[src/hdl/olpd_pkg.sv]
// Shared types and constants for the opcode/length packet deframer.
package olpd_pkg;

  // Result kinds
  localparam logic [1:0] KIND_DATA      = 2'd0;
  localparam logic [1:0] KIND_ERR_OPC   = 2'd1;
  localparam logic [1:0] KIND_ERR_SHORT = 2'd2;

  // Request function codes
  localparam logic FUNC_STREAM = 1'b0;
  localparam logic FUNC_TBL_WR = 1'b1;

  // Length table geometry
  localparam int TBL_DEPTH = 256;
  localparam int TBL_W     = 16;

  // Shortest legal variable-length packet (opcode plus two length bytes)
  localparam logic [15:0] MIN_VAR_LEN = 16'd3;

  // Mask value after reset
  localparam logic [15:0] MASK_RST = 16'h8000;

  // One result request
  typedef struct packed {
    logic [1:0] kind;
    logic [7:0] data;
    logic       first;
    logic       last;
  } res_t;

  // Results produced by the parser in one cycle, in delivery order
  typedef struct packed {
    logic [1:0] cnt;
    res_t       r0;
    res_t       r1;
    res_t       r2;
  } push_t;

endpackage

[src/hdl/olpd_ram.sv]
// Generic single-write, single-read RAM with registered read data.
module olpd_ram #(
  parameter int WIDTH = 16,
  parameter int DEPTH = 256
) (
  input  logic                     clk,
  input  logic                     we,
  input  logic [$clog2(DEPTH)-1:0] waddr,
  input  logic [WIDTH-1:0]         wdata,
  input  logic                     re,
  input  logic [$clog2(DEPTH)-1:0] raddr,
  output logic [WIDTH-1:0]         rdata
);

  logic [WIDTH-1:0] mem [DEPTH];
  logic [WIDTH-1:0] rdata_r;

  // Write port and registered read port
  always_ff @(posedge clk) begin
    if (we) begin
      mem[waddr] <= wdata;
    end
    if (re) begin
      rdata_r <= mem[raddr];
    end
  end

  assign rdata = rdata_r;

endmodule

[src/hdl/olpd_parser.sv]
// Packet parser: classifies stream bytes and produces up to three results per byte.
module olpd_parser (
  input  logic                clk,
  input  logic                rst_n,
  input  logic                en,
  input  logic                func,
  input  logic [7:0]          data,
  input  logic [15:0]         entry,
  input  logic [15:0]         mask,
  output olpd_pkg::push_t     push
);
  import olpd_pkg::*;

  typedef enum logic [1:0] {
    PH_NONE = 2'd0,
    PH_HIGH = 2'd1,
    PH_LOW  = 2'd2
  } phase_t;

  phase_t      phase_r, phase_nxt;
  logic [15:0] left_r, left_nxt;
  logic [7:0]  op_r, op_nxt;
  logic [7:0]  hi_r, hi_nxt;
  logic        halt_r, halt_nxt;
  logic [15:0] len;
  push_t       p;

  assign len = {hi_r, data};

  // Classify the current byte
  always_comb begin
    phase_nxt = phase_r;
    left_nxt  = left_r;
    op_nxt    = op_r;
    hi_nxt    = hi_r;
    halt_nxt  = halt_r;
    p         = '0;
    if (en && func == FUNC_STREAM && !halt_r) begin
      unique case (phase_r)
        PH_HIGH: begin
          hi_nxt    = data;
          phase_nxt = PH_LOW;
        end
        PH_LOW: begin
          phase_nxt = PH_NONE;
          if (len < MIN_VAR_LEN) begin
            halt_nxt   = 1'b1;
            p.cnt      = 2'd1;
            p.r0.kind  = KIND_ERR_SHORT;
          end else begin
            left_nxt    = len - MIN_VAR_LEN;
            p.cnt       = 2'd3;
            p.r0.kind   = KIND_DATA;
            p.r0.data   = op_r;
            p.r0.first  = 1'b1;
            p.r1.kind   = KIND_DATA;
            p.r1.data   = hi_r;
            p.r2.kind   = KIND_DATA;
            p.r2.data   = data;
            p.r2.last   = (len == MIN_VAR_LEN);
          end
        end
        default: begin
          if (left_r != 16'd0) begin
            // Body byte of a packet in progress
            left_nxt   = left_r - 16'd1;
            p.cnt      = 2'd1;
            p.r0.kind  = KIND_DATA;
            p.r0.data  = data;
            p.r0.last  = (left_r == 16'd1);
          end else if (entry == 16'd0) begin
            halt_nxt   = 1'b1;
            p.cnt      = 2'd1;
            p.r0.kind  = KIND_ERR_OPC;
          end else if ((entry & mask) != 16'd0) begin
            // Hold the opcode until the length is known
            op_nxt    = data;
            phase_nxt = PH_HIGH;
          end else begin
            left_nxt   = entry - 16'd1;
            p.cnt      = 2'd1;
            p.r0.kind  = KIND_DATA;
            p.r0.data  = data;
            p.r0.first = 1'b1;
            p.r0.last  = (entry == 16'd1);
          end
        end
      endcase
    end
  end

  // Hold parser state
  always_ff @(posedge clk) begin
    if (!rst_n) begin
      phase_r <= PH_NONE;
      left_r  <= 16'd0;
      op_r    <= 8'd0;
      hi_r    <= 8'd0;
      halt_r  <= 1'b0;
    end else begin
      phase_r <= phase_nxt;
      left_r  <= left_nxt;
      op_r    <= op_nxt;
      hi_r    <= hi_nxt;
      halt_r  <= halt_nxt;
    end
  end

  assign push = p;

endmodule

[src/hdl/olpd_out_queue.sv]
// Four-entry result queue that takes up to three results per cycle.
module olpd_out_queue (
  input  logic              clk,
  input  logic              rst_n,
  input  olpd_pkg::push_t   push,
  input  logic              pop,
  output logic              room,
  output logic              not_empty,
  output olpd_pkg::res_t    head
);
  import olpd_pkg::*;

  res_t       q_r [4];
  logic [1:0] wr_r, wr_nxt;
  logic [1:0] rd_r, rd_nxt;
  logic [2:0] cnt_r, cnt_nxt;

  assign not_empty = (cnt_r != 3'd0);
  assign head      = q_r[rd_r];

  // Space for a three-result burst after this cycle's pop
  assign room = (cnt_r <= 3'd1) || (cnt_r == 3'd2 && pop);

  always_comb begin
    wr_nxt  = wr_r + push.cnt;
    rd_nxt  = rd_r + {1'b0, pop};
    cnt_nxt = cnt_r + {1'b0, push.cnt} - {2'b00, pop};
  end

  // Store pushed results
  always_ff @(posedge clk) begin
    if (push.cnt != 2'd0) begin
      q_r[wr_r] <= push.r0;
    end
    if (push.cnt >= 2'd2) begin
      q_r[wr_r + 2'd1] <= push.r1;
    end
    if (push.cnt == 2'd3) begin
      q_r[wr_r + 2'd2] <= push.r2;
    end
  end

  // Advance pointers
  always_ff @(posedge clk) begin
    if (!rst_n) begin
      wr_r  <= 2'd0;
      rd_r  <= 2'd0;
      cnt_r <= 3'd0;
    end else begin
      wr_r  <= wr_nxt;
      rd_r  <= rd_nxt;
      cnt_r <= cnt_nxt;
    end
  end

endmodule

[src/hdl/opcode_length_packet_deframer_core.sv]
// Top level of the opcode/length packet deframer.
//
// Input channel (in_valid/in_stall): each request is either a stream byte
// (in_func = 0, in_byte) or a length table write (in_func = 1, in_table_index,
// in_table_value). Output channel (out_valid/out_stall): packet bytes with
// first/last marks, or an error kind. Configuration channel (cfg_valid/
// cfg_ready): writes the variable-length flag mask; always ready.
// One request is accepted per cycle while in_stall is low. The table is read
// at acceptance, the parser works on the registered request once the queue
// has room and writes the output queue, from which the first result leaves.
// A variable packet's low length byte releases three results at once; the
// four-entry output queue absorbs them, so input pauses once per variable
// packet while the receiver keeps up. A stalled receiver fills the queue
// and then holds off new input requests.
// Reset clears the queue, parser state, table valid bits (all opcodes
// unknown) and sets the mask to 0x8000. After an error result the block
// drops stream bytes until reset; table writes are still taken.
module opcode_length_packet_deframer_core (
  input  logic        clk,
  input  logic        rst_n,
  input  logic        in_valid,
  output logic        in_stall,
  input  logic        in_func,
  input  logic [7:0]  in_byte,
  input  logic [7:0]  in_table_index,
  input  logic [15:0] in_table_value,
  output logic        out_valid,
  input  logic        out_stall,
  output logic [1:0]  out_kind,
  output logic [7:0]  out_byte,
  output logic        out_first_byte,
  output logic        out_last_byte,
  input  logic        cfg_valid,
  output logic        cfg_ready,
  input  logic [15:0] cfg_data
);
  import olpd_pkg::*;

  logic                 s1_vld_r, s1_vld_nxt;
  logic                 s1_func_r;
  logic [7:0]           s1_byte_r;
  logic [TBL_DEPTH-1:0] tbl_vld_r;
  logic                 ent_vld_r;
  logic [TBL_W-1:0]     ram_rdata;
  logic [TBL_W-1:0]     entry;
  logic [15:0]          mask_r;
  logic                 accept;
  logic                 adv;
  logic                 room;
  logic                 pop;
  push_t                push;
  res_t                 head;

  assign cfg_ready = 1'b1;

  // Stage one advances when empty or when the parser can take its request
  assign adv      = !s1_vld_r || room;
  assign in_stall = !adv;
  assign accept   = in_valid && adv;
  assign s1_vld_nxt = adv ? in_valid : s1_vld_r;

  assign entry = ent_vld_r ? ram_rdata : '0;

  olpd_ram #(
    .WIDTH (TBL_W),
    .DEPTH (TBL_DEPTH)
  ) u_tbl (
    .clk   (clk),
    .we    (accept && in_func == FUNC_TBL_WR),
    .waddr (in_table_index),
    .wdata (in_table_value),
    .re    (accept),
    .raddr (in_byte),
    .rdata (ram_rdata)
  );

  // Input register, table valid bits and mask
  always_ff @(posedge clk) begin
    if (!rst_n) begin
      s1_vld_r  <= 1'b0;
      tbl_vld_r <= '0;
      mask_r    <= MASK_RST;
    end else begin
      s1_vld_r <= s1_vld_nxt;
      if (accept && in_func == FUNC_TBL_WR) begin
        tbl_vld_r[in_table_index] <= 1'b1;
      end
      if (cfg_valid && cfg_ready) begin
        mask_r <= cfg_data;
      end
    end
  end

  // Payload of stage one
  always_ff @(posedge clk) begin
    if (accept) begin
      s1_func_r <= in_func;
      s1_byte_r <= in_byte;
      ent_vld_r <= tbl_vld_r[in_byte];
    end
  end

  olpd_parser u_parser (
    .clk   (clk),
    .rst_n (rst_n),
    .en    (s1_vld_r && room),
    .func  (s1_func_r),
    .data  (s1_byte_r),
    .entry (entry),
    .mask  (mask_r),
    .push  (push)
  );

  assign pop = out_valid && !out_stall;

  olpd_out_queue u_queue (
    .clk       (clk),
    .rst_n     (rst_n),
    .push      (push),
    .pop       (pop),
    .room      (room),
    .not_empty (out_valid),
    .head      (head)
  );

  assign out_kind       = head.kind;
  assign out_byte       = head.data;
  assign out_first_byte = head.first;
  assign out_last_byte  = head.last;

endmodule
[config.mk]
export PLATFORM = sky130hd
export DESIGN_NAME = opcode_length_packet_deframer_core
export DESIGN_NICKNAME = d
export VERILOG_FILES = /design/src/hdl/olpd_pkg.sv /design/src/hdl/olpd_ram.sv /design/src/hdl/olpd_parser.sv /design/src/hdl/olpd_out_queue.sv /design/src/hdl/opcode_length_packet_deframer_core.sv
export SDC_FILE = /design/constraint.sdc
export NUM_CORES = 2
export LEC_CHECK = 0
export BUFFER_PORTS_ARGS = -buffer_cell sky130_fd_sc_hd__buf_2
export CORE_AREA = 5 5 474 827
export DETAILED_ROUTE_END_ITERATION = 10
export DIE_AREA = 0 0 479 832
export HOLD_SLACK_MARGIN = 0.02
export PLACE_DENSITY = 0.63
export SLEW_MARGIN = 0
export SYNTH_ARGS = -nofsm -noshare
export SYNTH_HDL_FRONTEND = slang
export SYNTH_MEMORY_MAX_BITS = 65536
export SYNTH_SLANG_ARGS = --single-unit
[constraint.sdc]
create_clock -name clk -period 4.22 [get_ports clk]
set_input_delay 0.844 -clock clk [delete_from_list [all_inputs] [get_ports clk]]
set_output_delay 0.844 -clock clk [all_outputs]
set_load 0.02 [all_outputs]
Word level (Yosys, flattened, before mapping)
Memory sizes are Yosys's and may differ from the RTL's. A register that Yosys moved wholly into a read port is not among the register bits. Index checks and enable logic that the tools add are counted. W data, S select, Z words.

Bitwise gates (word level): 7. Muxes and demuxes: 46. Reductions and logical operators: 27. Add/sub/neg operators: 9. Magnitude comparators: 6. Equality and inequality tests: 14.

Operators by type and width (count): $or A256 B256 Y256 (1); $mux W16 (5); $eq A16 B1 Y1 const B (2); $pmux W16 S2 (1); $reduce_bool A16 Y1 (2); $sub A16 B1 Y16 const B (2); $mux W10 (3); $pmux W13 S2 (1); $mux W24 (1); $mux W8 (3); $mux W1 (19); $lt A8 B9 Y1 const B (2); $and A16 B16 Y16 (1); $eq A16 B2 Y1 const B (1); $logic_not A16 Y1 (1); $lt A16 B2 Y1 const B (1); $sub A16 B2 Y16 const B (1); $reduce_and A5 Y1 (3); $mux W13 (1); $mux W12 (1); $mux W9 (1); $bmux W1 S8 (1); $demux W1 S8 (1); $ge A8 B1 Y1 const B (1); other kinds (28) (53).

Input bits: 54. Bits in registers: 325. Word-level logic and storage cells: 125. Memories: 2. Bits in writable memories: 4144.

Memories: u_tbl.mem (words 256, bits a word 16, read ports 1, clocked after Yosys merged registers in 1, wr ports 1, RTL line olpd_ram.sv:15) `logic [WIDTH-1:0] mem [DEPTH];`; u_queue.q_r (words 4, bits a word 12, read ports 1, clocked after Yosys merged registers in 1, wr ports 3, RTL line olpd_out_queue.sv:13) `res_t q_r [4];`.

Logic depth before layout (Yosys ltp)
Depth after elaboration: 11. Mapped depth: 12. Depth with buffers taken out: 10.

Modules after synthesis
From an unflattened synthesis, not the netlist that was laid out.

Cell total of the unflattened synthesis: 9321. Area total of the unflattened synthesis: 177186.2 µm².

By module, submodules not included: olpd_ram (instances 1, area each 158874.9 µm², sequential area each 123478.4 µm², cells an instance 7360); opcode_length_packet_deframer_core (instances 1, area each 11935.2 µm², sequential area each 5765.5 µm², cells an instance 1232); olpd_out_queue (instances 1, area each 3275.6 µm², sequential area each 1581.5 µm², cells an instance 335); olpd_parser (instances 1, area each 3100.5 µm², sequential area each 700.7 µm², cells an instance 394).

Least setup slack after synthesis
No wires, ideal clock.

Kind: input -> register. Start: input out_stall. End: memory u_tbl.mem[192][0] (enable). Cell stages on the path: 7. Data required time: 3.830 ns. Library setup time: 0.390 ns. Data arrival time: 2.940 ns. Path buffers: 1. Setup slack: 0.890 ns. Path through: o21a_1 -> o21ai_0 -> nand3_1 -> nor3_1 -> nand3_1 -> clkbuf_1 -> nor2_1.

Word-level cells in the longest chain between the ends: 9.

Ends and longest elaborated chain: start: declaration (RTL line opcode_length_packet_deframer_core.sv:28) `input logic out_stall,`; $logic_not A1 Y1 (RTL line opcode_length_packet_deframer_core.sv:114) `assign pop = out_valid && !out_stall;`; $logic_and A1 B1 Y1 (RTL line opcode_length_packet_deframer_core.sv:114); $logic_and A1 B1 Y1 (RTL line olpd_out_queue.sv:22) `assign room = (cnt_r <= 3'd1) || (cnt_r == 3'd2 && pop);`; $logic_or A1 B1 Y1 (RTL line olpd_out_queue.sv:22); $logic_or A1 B1 Y1 (RTL line opcode_length_packet_deframer_core.sv:57) `assign adv = !s1_vld_r || room;`; $logic_and A1 B1 Y1 (RTL line opcode_length_packet_deframer_core.sv:59) `assign accept = in_valid && adv;`; $logic_and A1 B1 Y1 (RTL line opcode_length_packet_deframer_core.sv:69) `.we (accept && in_func == FUNC_TBL_WR),`; $mux W1 (RTL line olpd_ram.sv:20) `if (we) begin`; $mux W1 (not written as such) (RTL line olpd_ram.sv:21) `mem[waddr] <= wdata;`; end: declaration (RTL line olpd_ram.sv:15).

Every way passes these cells.

==> impl_metrics.json <==
{
  "synth_mux_area_share_pct": 15.04,
  "antenna_left": 0,
  "grt_usage_pct": 24.08,
  "cts_setup_buffers": 0,
  "h-tree-depth": 5,
  "yosys_warnings": 0,
  "final_cell_mix": "4,158 x edfxtp_1, 877 x mux4_2, 697 x buf_4",
  "grt_overflow": 0,
  "skew_ns": 0.05362,
  "yosys.area_share.simple_pct": 2.154,
  "critical_path_required_ns": 3.38,
  "clockBufferDepth": 4,
  "netSwitchingPower_mw": 20.23,
  "root_buffer": "clkbuf_16",
  "clkTransAtPathRegs_ns": 0.07,
  "tightest_slew_ns": 1.537,
  "final_nets": 9302,
  "power_mw": 91.05,
  "clock_sinks": 4485,
  "cts-buffers-inserted": 377,
  "crit_slowest_cell": "dfxtp_1",
  "combPwrFrac_pct": 6.8,
  "grt_max_degree": 179,
  "min_path_cells": 1,
  "maxCapViolations": 0,
  "hold_end": "s1_func_r",
  "place_inst": 13870,
  "critPathMaxStageDelay_ns": 0.94,
  "drt-initial-drc-count": 8939,
  "drc": 0,
  "violations": "max-slew violations",
  "vias": 88700,
  "ff2ff_path_depth": 6,
  "regToRegSetupSlack_ns": 0.48,
  "p_clk_share_pct": 39.5,
  "chipHeight_um": 832,
  "fin_ws_ns": 0.3960,
  "yosys.cell_types.count": 73,
  "synthFlopType": "edfxtp_1",
  "postSynthAreaPerCell_um2": 20.26,
  "viasPerCell": 6.084,
  "crit_chain": "mux4_2, buf_2",
  "synth_top_area_cell": "edfxtp_1",
  "arrival_ns": 2.98,
  "synth_fa_ha_area_share_pct": 0.09889,
  "ys_seq_area_share_pct": 76.37,
  "setup.worst_path.start_class": "flip-flop",
  "routedWlPerCell_um": 33.50,
  "cts_tree": "built",
  "initial_utilization_pct": 44.69,
  "place.gp.congestion": 0.9240,
  "sw_frac_of_total_pct": 22.22,
  "fin_crit_sh_pct": 90.62,
  "drive_gt1_share_pct": 25.87,
  "finalMaxSlewViolations": 40,
  "hold_viol": 0,
  "synth.top_cell.area_share_pct": 72.56,
  "grt_pass1_wl_um": 686100,
  "critPathTopFamily": "flip-flops",
  "rsz0062_at_grt": "false",
  "fmax_mhz": 261.5,
  "ys_seq_elements": 4485,
  "final_common_cell": "edfxtp_1",
  "first_pass_iters": 6,
  "timing.rr.start": "ent_vld_r",
  "ys_async_sr_fraction_pct": 0,
  "dp_slack_ns": -0.3424,
  "syn_to_final_growth_pct": 14.58,
  "setup_viol": 0,
  "synthXorXnorAreaFrac_pct": 0.1680,
  "path_max_fanout": 13,
  "finalWirelength_um": 488400,
  "core-area_um2": 385000,
  "synth_area_um2": 172100,
  "p_seq_share_pct": 53.8,
  "worstSetupPathType": "reg -> out",
  "syn-num-nets": 8559,
  "crit_buf_inv": 1,
  "clock_latency_ns": 0.98,
  "fp.dieW_um": 479,
  "peakVddDrop_mv": 0.3271,
  "end_kind": "primary output",
  "cts_resized": 0,
  "hold_path.class": "in -> reg",
  "fp.dieArea_um2": 398500,
  "ioPinCount": 69,
  "p_leak_nw": 63.78,
  "r2r_end": "u_queue.q_r[1][4]",
  "instances_no_fill": 14580,
  "synth-edff-count": 4158,
  "netlist_instances": 8492,
  "cts_hold_buf": 0,
  "power.internal_mw": 70.82,
  "fin_hold_ws_ns": 0.09928,
  "dpl.hpwl_um": 315500,
  "antenna_found_initial": 23,
  "synth_top_family_by_area": "multiplexers",
  "grt_pass1_vias": 91120,
  "fin_crit_ns": 3.824,
  "power.density_nw_per_um2": 461.8,
  "portBuffers": 67,
  "outcome": "finished with violations",
  "hp-start": "in_func",
  "synth-compound-area-share_pct": 4.666,
  "relSlewSlack_pct": -2.468,
  "synthTopCellsByArea": "edfxtp_1 73%, mux4_2 11%, dfxtp_1 3.8%",
  "fp-row-count": 302
}
==> kinds of logic (layout without fill, tap and decap cells) <==
kind of cell             Yosys count  count (layout)
AO/OA/AOI/OAI                   1132            1132
XOR/XNOR                          33              33
adder cells (fa/ha/maj)           13              13
buffers and inverters            553            1613
flip-flops                      4485            4485
multiplexers                    1490            1490
other                              1              13
AND/OR/NAND/NOR                  785             785
==> Yosys cell counts, types with 22 or more instances <==
cell,number
nand2_1,84
clkbuf_1,267
buf_1,67
a221oi_1,40
a21oi_1,65
a22oi_1,123
a31oi_1,40
nor2_1,375
xnor2_1,24
o21ai_0,43
nand4_1,22
nor3_1,64
a22o_1,121
o22ai_1,324
mux4_2,877
o211ai_1,31
nand3_1,43
buf_2,90
buf_4,96
mux2i_1,613
nor4_1,105
o21a_1,259
dfxtp_1,327
inv_1,29
edfxtp_1,4158
==> per-stage QoR <==
stage / setup TNS (ns) / instance area (um2) / utilization, %
after floorplan: 0 / 172100 / -
final: 0 / 197200 / 51.20
after detailed placement: -1.029 / 184500 / 47.93
after CTS: 0 / 197100 / 51.19
after global routing: 0 / 197100 / 51.20
after global placement: -1.079 / 184500 / 47.93
==> sequential cells by signal, indices dropped and copies added (netlist names) <==
signal,count
ent_vld_r,1
mask_r,16
s1_byte_r,8
s1_func_r,1
s1_vld_r,1
tbl_vld_r,256
u_parser.halt_r,1
u_parser.hi_r,8
u_parser.left_r,16
u_parser.op_r,8
u_parser.phase_r,2
u_queue.cnt_r,3
u_queue.q_r,48
u_queue.rd_r,2
u_queue.wr_r,2
u_tbl.mem,4096
u_tbl.rdata,16
==> routing by layer <==
layer / vias to the layer above / track usage [%] / routed length, um
li1: 36810 / - / -
met1: 47210 / 26.98 / 163500
met2: 3690 / 42.73 / 255600
met3: 971 / 3.494 / 30050
met4: 16 / 15.92 / 39130
met5: - / 0 / 94
==> layout make-up <==
| type | count | area [um2] |
|---|---|---|
| Fill cell | 29990 | 187900 |
| Sequential cell | 4485 | 131400 |
| Multi-Input combinational cell | 3454 | 38490 |
| Clock buffer | 494 | 10510 |
| Timing Repair Buffer | 887 | 8247 |
| Tap cell | 5016 | 6276 |
| Clock inverter | 202 | 2074 |
| Inverter | 30 | 117.6 |
| Antenna cell | 12 | 30.03 |
==> worst max-delay path by stage <==
| stage | from | endpoint | cells past startpoint |
|---|---|---|---|
| after global routing | u_queue.rd_r[0] | out_byte[0] | 2 |
| after floorplan | out_stall | u_tbl.mem[192][0] | 7 |
| after detailed placement | in_byte[0] | ent_vld_r | 11 |
| after CTS | u_queue.rd_r[0] | out_byte[5] | 2 |
| final | u_queue.rd_r[0] | out_byte[0] | 2 |
| after global placement | in_byte[0] | ent_vld_r | 11 |
==> power groups by stage <==
stage               registers [mW]  logic (mW)  clock network (mW)
CTS                           48.9        6.21                36.4
global route                  48.9        6.45                38.2
global placement              49.9        6.06                   0
detailed placement            49.9        6.19                   0
finish                        49.0        6.17                35.9
floorplan                     49.7        3.25                   0
==> worst register-to-register path: cells and delay by family, from the launching register on <==
family                 cells  cell delay [ns]
and+or+nand+nor            3             1.32
AOI/OAI and AO/OA          2             0.99
DFF                        1             0.73
buffers and inverters      1             0.33
(Power assumes the default switching activity.)
